===== src/hdl/cfbu_pkg.sv =====
// shared types, codes and helper functions for the control flow branch unit
`timescale 1ns / 1ps

package cfbu_pkg;

    // instruction codes
    localparam logic [3:0] CMD_BCC  = 4'd0;
    localparam logic [3:0] CMD_BRA  = 4'd1;
    localparam logic [3:0] CMD_BSR  = 4'd2;
    localparam logic [3:0] CMD_DBCC = 4'd3;
    localparam logic [3:0] CMD_JMP  = 4'd4;
    localparam logic [3:0] CMD_JSR  = 4'd5;
    localparam logic [3:0] CMD_NOP  = 4'd6;
    localparam logic [3:0] CMD_RTR  = 4'd7;
    localparam logic [3:0] CMD_RTS  = 4'd8;

    // condition codes
    localparam logic [3:0] CC_T  = 4'd0;
    localparam logic [3:0] CC_F  = 4'd1;
    localparam logic [3:0] CC_HI = 4'd2;
    localparam logic [3:0] CC_LS = 4'd3;
    localparam logic [3:0] CC_CC = 4'd4;
    localparam logic [3:0] CC_CS = 4'd5;
    localparam logic [3:0] CC_NE = 4'd6;
    localparam logic [3:0] CC_EQ = 4'd7;
    localparam logic [3:0] CC_VC = 4'd8;
    localparam logic [3:0] CC_VS = 4'd9;
    localparam logic [3:0] CC_PL = 4'd10;
    localparam logic [3:0] CC_MI = 4'd11;
    localparam logic [3:0] CC_GE = 4'd12;
    localparam logic [3:0] CC_LT = 4'd13;
    localparam logic [3:0] CC_GT = 4'd14;
    localparam logic [3:0] CC_LE = 4'd15;

    // cycle charges
    localparam logic [4:0] CYC_NONE       = 5'd0;
    localparam logic [4:0] CYC_NOP        = 5'd4;
    localparam logic [4:0] CYC_BCC_BYTE   = 5'd8;
    localparam logic [4:0] CYC_BRANCH     = 5'd10;
    localparam logic [4:0] CYC_BCC_WORD   = 5'd12;
    localparam logic [4:0] CYC_DB_TRUE    = 5'd12;
    localparam logic [4:0] CYC_DB_EXPIRED = 5'd14;
    localparam logic [4:0] CYC_RTS        = 5'd16;
    localparam logic [4:0] CYC_BSR        = 5'd18;
    localparam logic [4:0] CYC_RTR        = 5'd20;

    // program counter source select
    localparam logic [1:0] PC_NEXT = 2'd0;
    localparam logic [1:0] PC_REL  = 2'd1;
    localparam logic [1:0] PC_JUMP = 2'd2;
    localparam logic [1:0] PC_POP  = 2'd3;

    // stack pointer adjustments
    localparam logic [31:0] SP_KEEP = 32'h0000_0000;
    localparam logic [31:0] SP_PUSH = 32'hFFFF_FFFC;
    localparam logic [31:0] SP_RTS  = 32'h0000_0004;
    localparam logic [31:0] SP_RTR  = 32'h0000_0006;

    localparam logic [31:0] OPCODE_BYTES = 32'd2;

    // control decided at decode, carried to the output stage
    typedef struct packed {
        logic       taken;
        logic       mem_write;
        logic       counter_write;
        logic       ccr_write;
        logic [4:0] cycles;
        logic [1:0] pc_sel;
    } ctl_t;

    // decode stage payload
    typedef struct packed {
        ctl_t        ctl;
        logic [31:0] base;
        logic [31:0] disp;
        logic [31:0] jump_target;
        logic [31:0] next_pc;
        logic [31:0] stack_ptr;
        logic [31:0] sp_offset;
        logic [15:0] counter;
        logic [4:0]  popped_ccr;
        logic [31:0] popped_long;
    } dec_t;

    // address stage payload
    typedef struct packed {
        ctl_t        ctl;
        logic [31:0] rel_target;
        logic [31:0] jump_target;
        logic [31:0] next_pc;
        logic [31:0] new_sp;
        logic [15:0] new_counter;
        logic [4:0]  popped_ccr;
        logic [31:0] popped_long;
    } addr_t;

    // standard condition table on X N Z V C
    function automatic logic cond_true(input logic [3:0] code, input logic [4:0] flags);
        logic c;
        logic v;
        logic z;
        logic n;
        logic res;
        c = flags[0];
        v = flags[1];
        z = flags[2];
        n = flags[3];
        case (code)
            CC_T:    res = 1'b1;
            CC_F:    res = 1'b0;
            CC_HI:   res = !c && !z;
            CC_LS:   res = c || z;
            CC_CC:   res = !c;
            CC_CS:   res = c;
            CC_NE:   res = !z;
            CC_EQ:   res = z;
            CC_VC:   res = !v;
            CC_VS:   res = v;
            CC_PL:   res = !n;
            CC_MI:   res = n;
            CC_GE:   res = (n == v);
            CC_LT:   res = (n != v);
            CC_GT:   res = !z && (n == v);
            default: res = z || (n != v);
        endcase
        return res;
    endfunction

    function automatic logic [31:0] sext8(input logic [7:0] b);
        return {{24{b[7]}}, b};
    endfunction

    function automatic logic [31:0] sext16(input logic [15:0] w);
        return {{16{w[15]}}, w};
    endfunction

endpackage


===== src/hdl/cfbu_decode.sv =====
// stage one: condition check, control decode, displacement and base setup
`timescale 1ns / 1ps

module cfbu_decode
(
    input  logic                clk,
    input  logic                rst_n,
    input  logic                in_valid,
    input  logic [3:0]          cmd,
    input  logic [3:0]          cond_code,
    input  logic [4:0]          ccr_flags,
    input  logic [31:0]         instr_addr,
    input  logic [31:0]         next_pc,
    input  logic [31:0]         operand,
    input  logic                short_disp,
    input  logic                abs_short,
    input  logic [15:0]         counter,
    input  logic [31:0]         stack_ptr,
    input  logic [15:0]         popped_word,
    input  logic [31:0]         popped_long,
    output logic                dec_valid,
    output cfbu_pkg::dec_t      dec_data
);

    logic            valid_reg;
    cfbu_pkg::dec_t  data_reg;
    cfbu_pkg::dec_t  data_next;
    logic            cond_ok;
    logic            cnt_zero;
    logic            byte_disp;

    assign cond_ok   = cfbu_pkg::cond_true(cond_code, ccr_flags);
    assign cnt_zero  = (counter == 16'd0);
    // dbcc always takes a word displacement
    assign byte_disp = short_disp && (cmd != cfbu_pkg::CMD_DBCC);

    // decode control and operands
    always_comb
    begin
        data_next.ctl.taken         = 1'b0;
        data_next.ctl.mem_write     = 1'b0;
        data_next.ctl.counter_write = 1'b0;
        data_next.ctl.ccr_write     = 1'b0;
        data_next.ctl.cycles        = cfbu_pkg::CYC_NONE;
        data_next.ctl.pc_sel        = cfbu_pkg::PC_NEXT;
        data_next.sp_offset         = cfbu_pkg::SP_KEEP;
        data_next.base              = instr_addr + cfbu_pkg::OPCODE_BYTES;
        data_next.disp              = byte_disp ? cfbu_pkg::sext8(operand[7:0])
                                                : cfbu_pkg::sext16(operand[15:0]);
        data_next.jump_target       = operand;
        data_next.next_pc           = next_pc;
        data_next.stack_ptr         = stack_ptr;
        data_next.counter           = counter;
        data_next.popped_ccr        = popped_word[4:0];
        data_next.popped_long       = popped_long;
        case (cmd)
            cfbu_pkg::CMD_BCC:
            begin
                if (cond_ok)
                begin
                    data_next.ctl.taken  = 1'b1;
                    data_next.ctl.pc_sel = cfbu_pkg::PC_REL;
                    data_next.ctl.cycles = cfbu_pkg::CYC_BRANCH;
                end
                else
                begin
                    data_next.ctl.cycles = short_disp ? cfbu_pkg::CYC_BCC_BYTE
                                                      : cfbu_pkg::CYC_BCC_WORD;
                end
            end
            cfbu_pkg::CMD_BRA:
            begin
                data_next.ctl.taken  = 1'b1;
                data_next.ctl.pc_sel = cfbu_pkg::PC_REL;
                data_next.ctl.cycles = cfbu_pkg::CYC_BRANCH;
            end
            cfbu_pkg::CMD_BSR:
            begin
                data_next.ctl.taken     = 1'b1;
                data_next.ctl.mem_write = 1'b1;
                data_next.ctl.pc_sel    = cfbu_pkg::PC_REL;
                data_next.ctl.cycles    = cfbu_pkg::CYC_BSR;
                data_next.sp_offset     = cfbu_pkg::SP_PUSH;
            end
            cfbu_pkg::CMD_DBCC:
            begin
                if (cond_ok)
                begin
                    data_next.ctl.cycles = cfbu_pkg::CYC_DB_TRUE;
                end
                else
                begin
                    data_next.ctl.counter_write = 1'b1;
                    if (!cnt_zero)
                    begin
                        data_next.ctl.taken  = 1'b1;
                        data_next.ctl.pc_sel = cfbu_pkg::PC_REL;
                        data_next.ctl.cycles = cfbu_pkg::CYC_BRANCH;
                    end
                    else
                    begin
                        data_next.ctl.cycles = cfbu_pkg::CYC_DB_EXPIRED;
                    end
                end
            end
            cfbu_pkg::CMD_JMP:
            begin
                data_next.ctl.taken  = 1'b1;
                data_next.ctl.pc_sel = cfbu_pkg::PC_JUMP;
            end
            cfbu_pkg::CMD_JSR:
            begin
                data_next.ctl.taken     = 1'b1;
                data_next.ctl.mem_write = 1'b1;
                data_next.ctl.pc_sel    = cfbu_pkg::PC_JUMP;
                data_next.sp_offset     = cfbu_pkg::SP_PUSH;
                if (abs_short)
                begin
                    data_next.jump_target = cfbu_pkg::sext16(operand[15:0]);
                end
            end
            cfbu_pkg::CMD_NOP:
            begin
                data_next.ctl.cycles = cfbu_pkg::CYC_NOP;
            end
            cfbu_pkg::CMD_RTR:
            begin
                data_next.ctl.taken     = 1'b1;
                data_next.ctl.ccr_write = 1'b1;
                data_next.ctl.pc_sel    = cfbu_pkg::PC_POP;
                data_next.ctl.cycles    = cfbu_pkg::CYC_RTR;
                data_next.sp_offset     = cfbu_pkg::SP_RTR;
            end
            cfbu_pkg::CMD_RTS:
            begin
                data_next.ctl.taken  = 1'b1;
                data_next.ctl.pc_sel = cfbu_pkg::PC_POP;
                data_next.ctl.cycles = cfbu_pkg::CYC_RTS;
                data_next.sp_offset  = cfbu_pkg::SP_RTS;
            end
            default:
            begin
                data_next.ctl.taken = 1'b0;
            end
        endcase
    end

    // stage valid
    always_ff @(posedge clk or negedge rst_n)
    begin
        if (!rst_n)
        begin
            valid_reg <= 1'b0;
        end
        else
        begin
            valid_reg <= in_valid;
        end
    end

    // stage payload
    always_ff @(posedge clk)
    begin
        if (in_valid)
        begin
            data_reg <= data_next;
        end
    end

    assign dec_valid = valid_reg;
    assign dec_data  = data_reg;

endmodule


===== src/hdl/cfbu_addr.sv =====
// stage two: branch target, stack pointer and counter arithmetic
`timescale 1ns / 1ps

module cfbu_addr
(
    input  logic                clk,
    input  logic                rst_n,
    input  logic                dec_valid,
    input  cfbu_pkg::dec_t      dec_data,
    output logic                addr_valid,
    output cfbu_pkg::addr_t     addr_data
);

    logic             valid_reg;
    cfbu_pkg::addr_t  data_reg;
    cfbu_pkg::addr_t  data_next;

    // adders
    always_comb
    begin
        data_next.ctl         = dec_data.ctl;
        data_next.rel_target  = dec_data.base + dec_data.disp;
        data_next.jump_target = dec_data.jump_target;
        data_next.next_pc     = dec_data.next_pc;
        data_next.new_sp      = dec_data.stack_ptr + dec_data.sp_offset;
        data_next.new_counter = dec_data.counter - 16'd1;
        data_next.popped_ccr  = dec_data.popped_ccr;
        data_next.popped_long = dec_data.popped_long;
    end

    // stage valid
    always_ff @(posedge clk or negedge rst_n)
    begin
        if (!rst_n)
        begin
            valid_reg <= 1'b0;
        end
        else
        begin
            valid_reg <= dec_valid;
        end
    end

    // stage payload
    always_ff @(posedge clk)
    begin
        if (dec_valid)
        begin
            data_reg <= data_next;
        end
    end

    assign addr_valid = valid_reg;
    assign addr_data  = data_reg;

endmodule


===== src/hdl/cfbu_output.sv =====
// stage three: result selection, field masking and output registers
`timescale 1ns / 1ps

module cfbu_output
(
    input  logic                clk,
    input  logic                rst_n,
    input  logic                addr_valid,
    input  cfbu_pkg::addr_t     addr_data,
    output logic                done,
    output logic [31:0]         new_pc,
    output logic [31:0]         new_sp,
    output logic                mem_write,
    output logic [31:0]         write_addr,
    output logic [31:0]         write_data,
    output logic [15:0]         new_counter,
    output logic                counter_write,
    output logic [4:0]          new_ccr,
    output logic                ccr_write,
    output logic                taken,
    output logic [4:0]          cycles
);

    logic        done_reg;
    logic [31:0] pc_reg;
    logic [31:0] pc_next;
    logic [31:0] sp_reg;
    logic        mw_reg;
    logic [31:0] waddr_reg;
    logic [31:0] wdata_reg;
    logic [15:0] cnt_reg;
    logic        cw_reg;
    logic [4:0]  ccr_reg;
    logic        crw_reg;
    logic        taken_reg;
    logic [4:0]  cycles_reg;

    // program counter source
    always_comb
    begin
        case (addr_data.ctl.pc_sel)
            cfbu_pkg::PC_REL:  pc_next = addr_data.rel_target;
            cfbu_pkg::PC_JUMP: pc_next = addr_data.jump_target;
            cfbu_pkg::PC_POP:  pc_next = addr_data.popped_long;
            default:           pc_next = addr_data.next_pc;
        endcase
    end

    // result strobe
    always_ff @(posedge clk or negedge rst_n)
    begin
        if (!rst_n)
        begin
            done_reg <= 1'b0;
        end
        else
        begin
            done_reg <= addr_valid;
        end
    end

    // result payload, unused write, counter and ccr fields forced to zero
    always_ff @(posedge clk)
    begin
        if (addr_valid)
        begin
            pc_reg     <= pc_next;
            sp_reg     <= addr_data.new_sp;
            mw_reg     <= addr_data.ctl.mem_write;
            waddr_reg  <= addr_data.ctl.mem_write ? addr_data.new_sp : 32'd0;
            wdata_reg  <= addr_data.ctl.mem_write ? addr_data.next_pc : 32'd0;
            cw_reg     <= addr_data.ctl.counter_write;
            cnt_reg    <= addr_data.ctl.counter_write ? addr_data.new_counter : 16'd0;
            crw_reg    <= addr_data.ctl.ccr_write;
            ccr_reg    <= addr_data.ctl.ccr_write ? addr_data.popped_ccr : 5'd0;
            taken_reg  <= addr_data.ctl.taken;
            cycles_reg <= addr_data.ctl.cycles;
        end
    end

    assign done          = done_reg;
    assign new_pc        = pc_reg;
    assign new_sp        = sp_reg;
    assign mem_write     = mw_reg;
    assign write_addr    = waddr_reg;
    assign write_data    = wdata_reg;
    assign new_counter   = cnt_reg;
    assign counter_write = cw_reg;
    assign new_ccr       = ccr_reg;
    assign ccr_write     = crw_reg;
    assign taken         = taken_reg;
    assign cycles        = cycles_reg;

endmodule


===== src/hdl/control_flow_branch_unit.sv =====
// top level of the 68000 control flow branch unit
`timescale 1ns / 1ps

// usage
//   command channel: drive the decoded instruction fields and pulse start;
//   a transfer happens at each rising edge with start high and busy low.
//   busy stays low, so a new instruction may be issued every cycle.
//   result channel: done is high for exactly one cycle with all result
//   fields valid; the receiver must take the transfer in that cycle.
// pipeline and throughput
//   three register stages: decode and condition check, target / stack /
//   counter adders, then result selection into the output registers.
//   done rises once the command has passed the decode, adder and output registers in turn.
//   one instruction per cycle sustained; no stage ever holds.
//   the adder stage has one add per path: 32-bit target and stack, 16-bit counter.
// reset
//   rst_n is asynchronous and active low; it clears the stage valid bits,
//   so no result strobe appears after reset until a command is taken.
// stalls
//   the receiver cannot stall, so results leave in command order with
//   no holding or skid storage.

module control_flow_branch_unit
(
    input  logic        clk,
    input  logic        rst_n,
    input  logic        start,
    output logic        busy,
    input  logic [3:0]  cmd,
    input  logic [3:0]  cond_code,
    input  logic [4:0]  ccr_flags,
    input  logic [31:0] instr_addr,
    input  logic [31:0] next_pc,
    input  logic [31:0] operand,
    input  logic        short_disp,
    input  logic        abs_short,
    input  logic [15:0] counter,
    input  logic [31:0] stack_ptr,
    input  logic [15:0] popped_word,
    input  logic [31:0] popped_long,
    output logic        done,
    output logic [31:0] new_pc,
    output logic [31:0] new_sp,
    output logic        mem_write,
    output logic [31:0] write_addr,
    output logic [31:0] write_data,
    output logic [15:0] new_counter,
    output logic        counter_write,
    output logic [4:0]  new_ccr,
    output logic        ccr_write,
    output logic        taken,
    output logic [4:0]  cycles
);

    logic             accept;
    logic             dec_valid;
    cfbu_pkg::dec_t   dec_data;
    logic             addr_valid;
    cfbu_pkg::addr_t  addr_data;

    // fully pipelined, never holds off a command
    assign busy   = 1'b0;
    assign accept = start && !busy;

    // decode stage
    cfbu_decode u_decode
    (
        .clk         (clk),
        .rst_n       (rst_n),
        .in_valid    (accept),
        .cmd         (cmd),
        .cond_code   (cond_code),
        .ccr_flags   (ccr_flags),
        .instr_addr  (instr_addr),
        .next_pc     (next_pc),
        .operand     (operand),
        .short_disp  (short_disp),
        .abs_short   (abs_short),
        .counter     (counter),
        .stack_ptr   (stack_ptr),
        .popped_word (popped_word),
        .popped_long (popped_long),
        .dec_valid   (dec_valid),
        .dec_data    (dec_data)
    );

    // address arithmetic stage
    cfbu_addr u_addr
    (
        .clk        (clk),
        .rst_n      (rst_n),
        .dec_valid  (dec_valid),
        .dec_data   (dec_data),
        .addr_valid (addr_valid),
        .addr_data  (addr_data)
    );

    // output stage
    cfbu_output u_output
    (
        .clk           (clk),
        .rst_n         (rst_n),
        .addr_valid    (addr_valid),
        .addr_data     (addr_data),
        .done          (done),
        .new_pc        (new_pc),
        .new_sp        (new_sp),
        .mem_write     (mem_write),
        .write_addr    (write_addr),
        .write_data    (write_data),
        .new_counter   (new_counter),
        .counter_write (counter_write),
        .new_ccr       (new_ccr),
        .ccr_write     (ccr_write),
        .taken         (taken),
        .cycles        (cycles)
    );

endmodule

===== config.mk =====
export PLATFORM = sky130hd
export DESIGN_NAME = control_flow_branch_unit
export DESIGN_NICKNAME = d
export VERILOG_FILES = /design/src/hdl/cfbu_pkg.sv /design/src/hdl/cfbu_decode.sv /design/src/hdl/cfbu_addr.sv /design/src/hdl/cfbu_output.sv /design/src/hdl/control_flow_branch_unit.sv
export SDC_FILE = /design/constraint.sdc
export NUM_CORES = 1
export LEC_CHECK = 0
export ABC_AREA = 1
export BUFFER_PORTS_ARGS = -buffer_cell sky130_fd_sc_hd__buf_2
export CORE_MARGIN = 1.5
export CORE_UTILIZATION = 62
export DETAILED_ROUTE_END_ITERATION = 8
export PLACE_DENSITY = 0.82
export SETUP_SLACK_MARGIN = 0.3
export SYNTH_ARGS = -nofsm -noshare
export SYNTH_HDL_FRONTEND = slang
export SYNTH_SLANG_ARGS = --single-unit

===== constraint.sdc =====
create_clock -name clk -period 13.02 [get_ports clk]
set_input_delay 2.604 -clock clk [delete_from_list [all_inputs] [get_ports clk]]
set_output_delay 2.604 -clock clk [all_outputs]
set_load 0.01 [all_outputs]

### Word-level counts from Yosys, hierarchy flattened

Index checks and enable logic that the tools add are counted.

* equal/unequal tests: 28
* reductions and logical operators: 17
* add/subtract/negate cells: 4
* multiplexer cells: 22

Operators by type and width (number)
* $pmux 32 s3: 2
* $mux 32: 3
* $add 32x32->32: 2
* $pmux 5 s7: 1
* $add 32x2->32 const B: 1
* $eq 4x3->1 const B: 8
* $eq 4x4->1 const B: 8
* $eq 4x2->1 const B: 4
* $logic_not 16->1: 1
* $sub 16x1->16 const B: 1
* $pmux 1 s15: 1
* $mux 5: 2
* $pmux 2 s5: 1
* $eq 4x1->1 const B: 2
* $logic_not 4->1: 2
* $mux 1: 8
* $reduce_or 2->1: 4
* $mux 3: 2
* $reduce_or 6->1: 1
* $eq 2x2->1 const B: 2
* $logic_not 1->1: 4
* $ne 4x2->1 const B: 1
* $logic_and 1x1->1: 3
* $pmux 1 s3: 1
* 5 further kinds: 6

* output and inout port bits: 160
* register bits: 609
* input port bits: 210
* logic and storage cells: 113

### Depth between registers and ports, before layout

* depth in word-level cells: 5
* depth in mapped cells: 12
* depth with buffers taken out: 12

### By module

Synthesis repeated with hierarchy kept, for this count alone.

* cell total of the unflattened synthesis: 2293
* area total of the unflattened synthesis: 25092.8 um^2

Modules (own cells, without submodules)
* cfbu_addr: cells an instance 1232, area an instance 10770.3 um^2, times used 1, seq. area each 5790.6 um^2
* cfbu_decode: cells an instance 535, area an instance 7895.1 um^2, times used 1, seq. area each 6060.8 um^2
* cfbu_output: cells an instance 524, area an instance 6416.2 um^2, times used 1, seq. area each 4769.6 um^2
* control_flow_branch_unit: cells an instance 2, area an instance 11.3 um^2, times used 1, seq. area each 0.0 um^2

### Worst setup path before layout

Ideal clock, no wire load.

* kind: register to register
* start: register u_decode.valid_reg (netlist: u_decode.dec_valid)
* end: register u_addr.data_reg (netlist bit u_addr.addr_data[0]), enable pin
* data required time: 12.467 ns
* data arrival time: 4.176 ns
* setup slack: 8.292 ns
* stages on the path, launching flop included: 1
* library setup time: 0.553 ns
* path buffers: 0
* period minus slack after synthesis: 4.728 ns
* cell sequence: dfrtp_1

RTL lines
* from (decl): RTL line cfbu_decode.sv:25 `logic valid_reg;`
* from (signal assigned): RTL line cfbu_decode.sv:157 `valid_reg <= in_valid;`
* to (signal assigned): RTL line cfbu_addr.sv:49 `data_reg <= data_next;`
* to (decl): RTL line cfbu_addr.sv:15 `cfbu_pkg::addr_t data_reg;`

No word-level cell between the ends.

==> run metrics <==
outcome finished, final reports clean; Setup TNS 0 ns; Area growth syn-to-layout 17.42%; global placer's final weighted congestion 0.9221; final WL 56.69 mm; Syn Area/Cell 10.98 sq um; CTS H-tree depth 2; gr busiest metal met2; Die W 200.8 um; clock sink count 553; GRT Overall Usage 28.20%; Post-CTS Hold Fix Bufs 0; Post-layout nets 2,880; area leader, netlist edfxtp_1; commonest non-fill, non-tap cell in the layout nand2_1; Final HPWL DP 40.21 mm; Cell Area, Synth 24,270 sq um; endpoint class of the critical path flop; Std-Cell Rows 72; startpoint types input pin; die height 200.8 um; Peak supply drop 0.0001278 V; Final Cycle Share 29.96%; worst skew pair latency 0.60 ns; Cells after Synth 2,211; WP data required 13.33 ns; Final setup violation count 0; worst-path cell chain buf_2 > nor3_2 > nand2_1 > o21ai_0 > nand2_1; sw power 0.001109 W; CTS Buf Count 53; ranking of synthesized cells by area edfxtp_1 (68%), nand2_1 (12%), inv_1 (5.3%); Synth async-reset ratio 0.5425%; Setup Skew 0.02535 ns; hold_ws 0.4134 ns; commonest cells after routing, fill and taps aside nand2_1 (770), edfxtp_1 (550), buf_2 (354); Yosys cell types 37; Initial DRT Pass Iterations 5; vias post-DR 16,680; post-synthesis sequential area ratio 68.37%; final hold vios 0; pin count of the biggest net entering global routing 90; final cell count without fillers 3,177; PD cells 154.6 nW/um^2; Ys Warns 0; Congestion Overflow GR 0; kind of critical path in2reg; HP Class reg2reg; max FFs per register 202; CTS Buffer Depth 3; Cell Int Power 0.003297 W; Worst-path clk slew 0.06 ns; Core Region 38,650 sq um; vias in the first global route 16,221; initial antenna violation count 14; Crit Path Max Fanout 19; RSZ-0062 raised after global routing no; Starting Density 62.79%; CP max stage delay 0.59 ns; CTS tree built; min cycle time layout 3.901 ns; Post-CTS Setup Inserts 0; Seq pwr share 51.5%; sw frac 25.16%; Initial DRC Count 1,183; grt met2 use 50.74%; WP data arrival 4.21 ns; #FFs+latches synth 553; first-pass GRT wire length 86.46 mm; top-area cell type share of the netlist area 68.06%; worst slew pin tran 1.256 ns; Pleak 13.19 nW; io pins 370; Comb pwr share 12.9%; Clk pwr share 35.6%; ys flop type edfxtp_1; relative slew slack 16.27%; EDFF count, synth 550; Fmax 256.3 MHz; GRT met3 Usage 4.951%; Clk Tree Root Cell clkbuf_16; Port Buf Inserts 355; Slew Limit Fails 0; DRC 0; die area 40,330 sq um; antenna violation net count after detailed routing 0; most repeated library cell on the critical path nand2_1; M1 GR Usage 34.22%; design area 28,490 sq um; wire per inst 17.84 um; placed insts 3,068; PostCTS Resize Cnt 0; routed vias/inst 5.250; DP Area 26,680 sq um; share of cells above drive strength 1 17.69%; Slowest-stage cell, CP nand2_1; total of max-cap violations 0
synthesized netlist by cell type, types with 2 or more instances:
master    number
nor3_1        11
nand3b_1       9
nor2_1       142
xnor2_1       16
nand3_1       65
nor3_2         5
o21bai_1       4
nand4_1       48
nand2_2        3
nor4_1         6
and2_1         5
fa_1           2
inv_1        344
dfrtp_1        3
a21oi_1       37
edfxtp_1     550
nand3_2        2
clkbuf_1      25
nor2_4         3
nand2_1      770
buf_4          2
o21ai_0       32
xor2_1        51
ha_1          63
final cells by class:
class | count | area (sq um)
clock buffer | 61 | 1378
fill | 2587 | 10150
inverter | 345 | 1295
clock inverter | 34 | 396.6
timing repair buffer | 365 | 1861
antenna | 14 | 35.03
sequential | 553 | 16600
tap | 518 | 648.1
multi-input combinational | 1287 | 6282
worst max-delay path: cells and delay by family:
kind | cells | cell delay [ns]
simple gates | 3 | 1.03
compound gates | 1 | 0.42
buf+inv | 1 | 0.13
stage by stage:
| step | setup WS (ns) | total power, W | util, % |
|---|---|---|---|
| after floorplan | 8.292 | 0.002632 | - |
| after global placement | 8.648 | 0.002832 | 69.05 |
| after detailed placement | 8.511 | 0.002859 | 69.05 |
| after CTS | 9.141 | 0.004417 | 73.64 |
| after global routing | 8.986 | 0.004569 | 73.71 |
| final | 9.119 | 0.004405 | 73.73 |
power groups by stage:
stage	Combinational (W)	Clock (W)	Sequential (W)
floorplan	0.000326	0	0.00231
global placement	0.000538	0	0.00229
detailed placement	0.000554	0	0.00230
CTS	0.000563	0.00158	0.00227
global route	0.000631	0.00165	0.00229
finish	0.000566	0.00157	0.00227
cell families (layout without fill, tap and decap cells):
group / after synthesis / after routing / share of synthesized area, %
AOI/OAI and AO/OA: 75 / 75 / 1.604
xor gates and xnor gates: 68 / 68 / 2.485
adders and majority gates: 65 / 65 / 3.413
buffers and inverters: 372 / 805 / 5.785
DFF: 553 / 553 / 68.37
other: 1 / 16 / 0.01545
and+or+nand+nor: 1077 / 1077 / 18.33
path summary, 6_finish.rpt:
kind / from / end / slack [ns] / cells past startpoint
min in group asynchronous: rst_n / u_output.done / 1.80 / 1
hold / removal: u_addr.addr_data[186] / u_output.cycles[3] / 0.41 / 0
setup / recovery: cmd[1] / u_decode.dec_data[169] / 9.12 / 5
max in group asynchronous: rst_n / u_decode.dec_valid / 11.08 / 1
setup reg to reg: u_decode.dec_valid / u_addr.addr_data[114] / 9.96 / 2
hold reg to reg: u_addr.addr_data[186] / u_output.cycles[3] / 0.41 / 0
per-layer routing:
metal  share of wire, %  vias to the layer above
met5              0.046                        -
met1                 38                     7834
met4                3.4                        4
met3                6.7                      133
li1                   -                     8056
met2                 52                      653
Power figures use the tool's default switching activity.
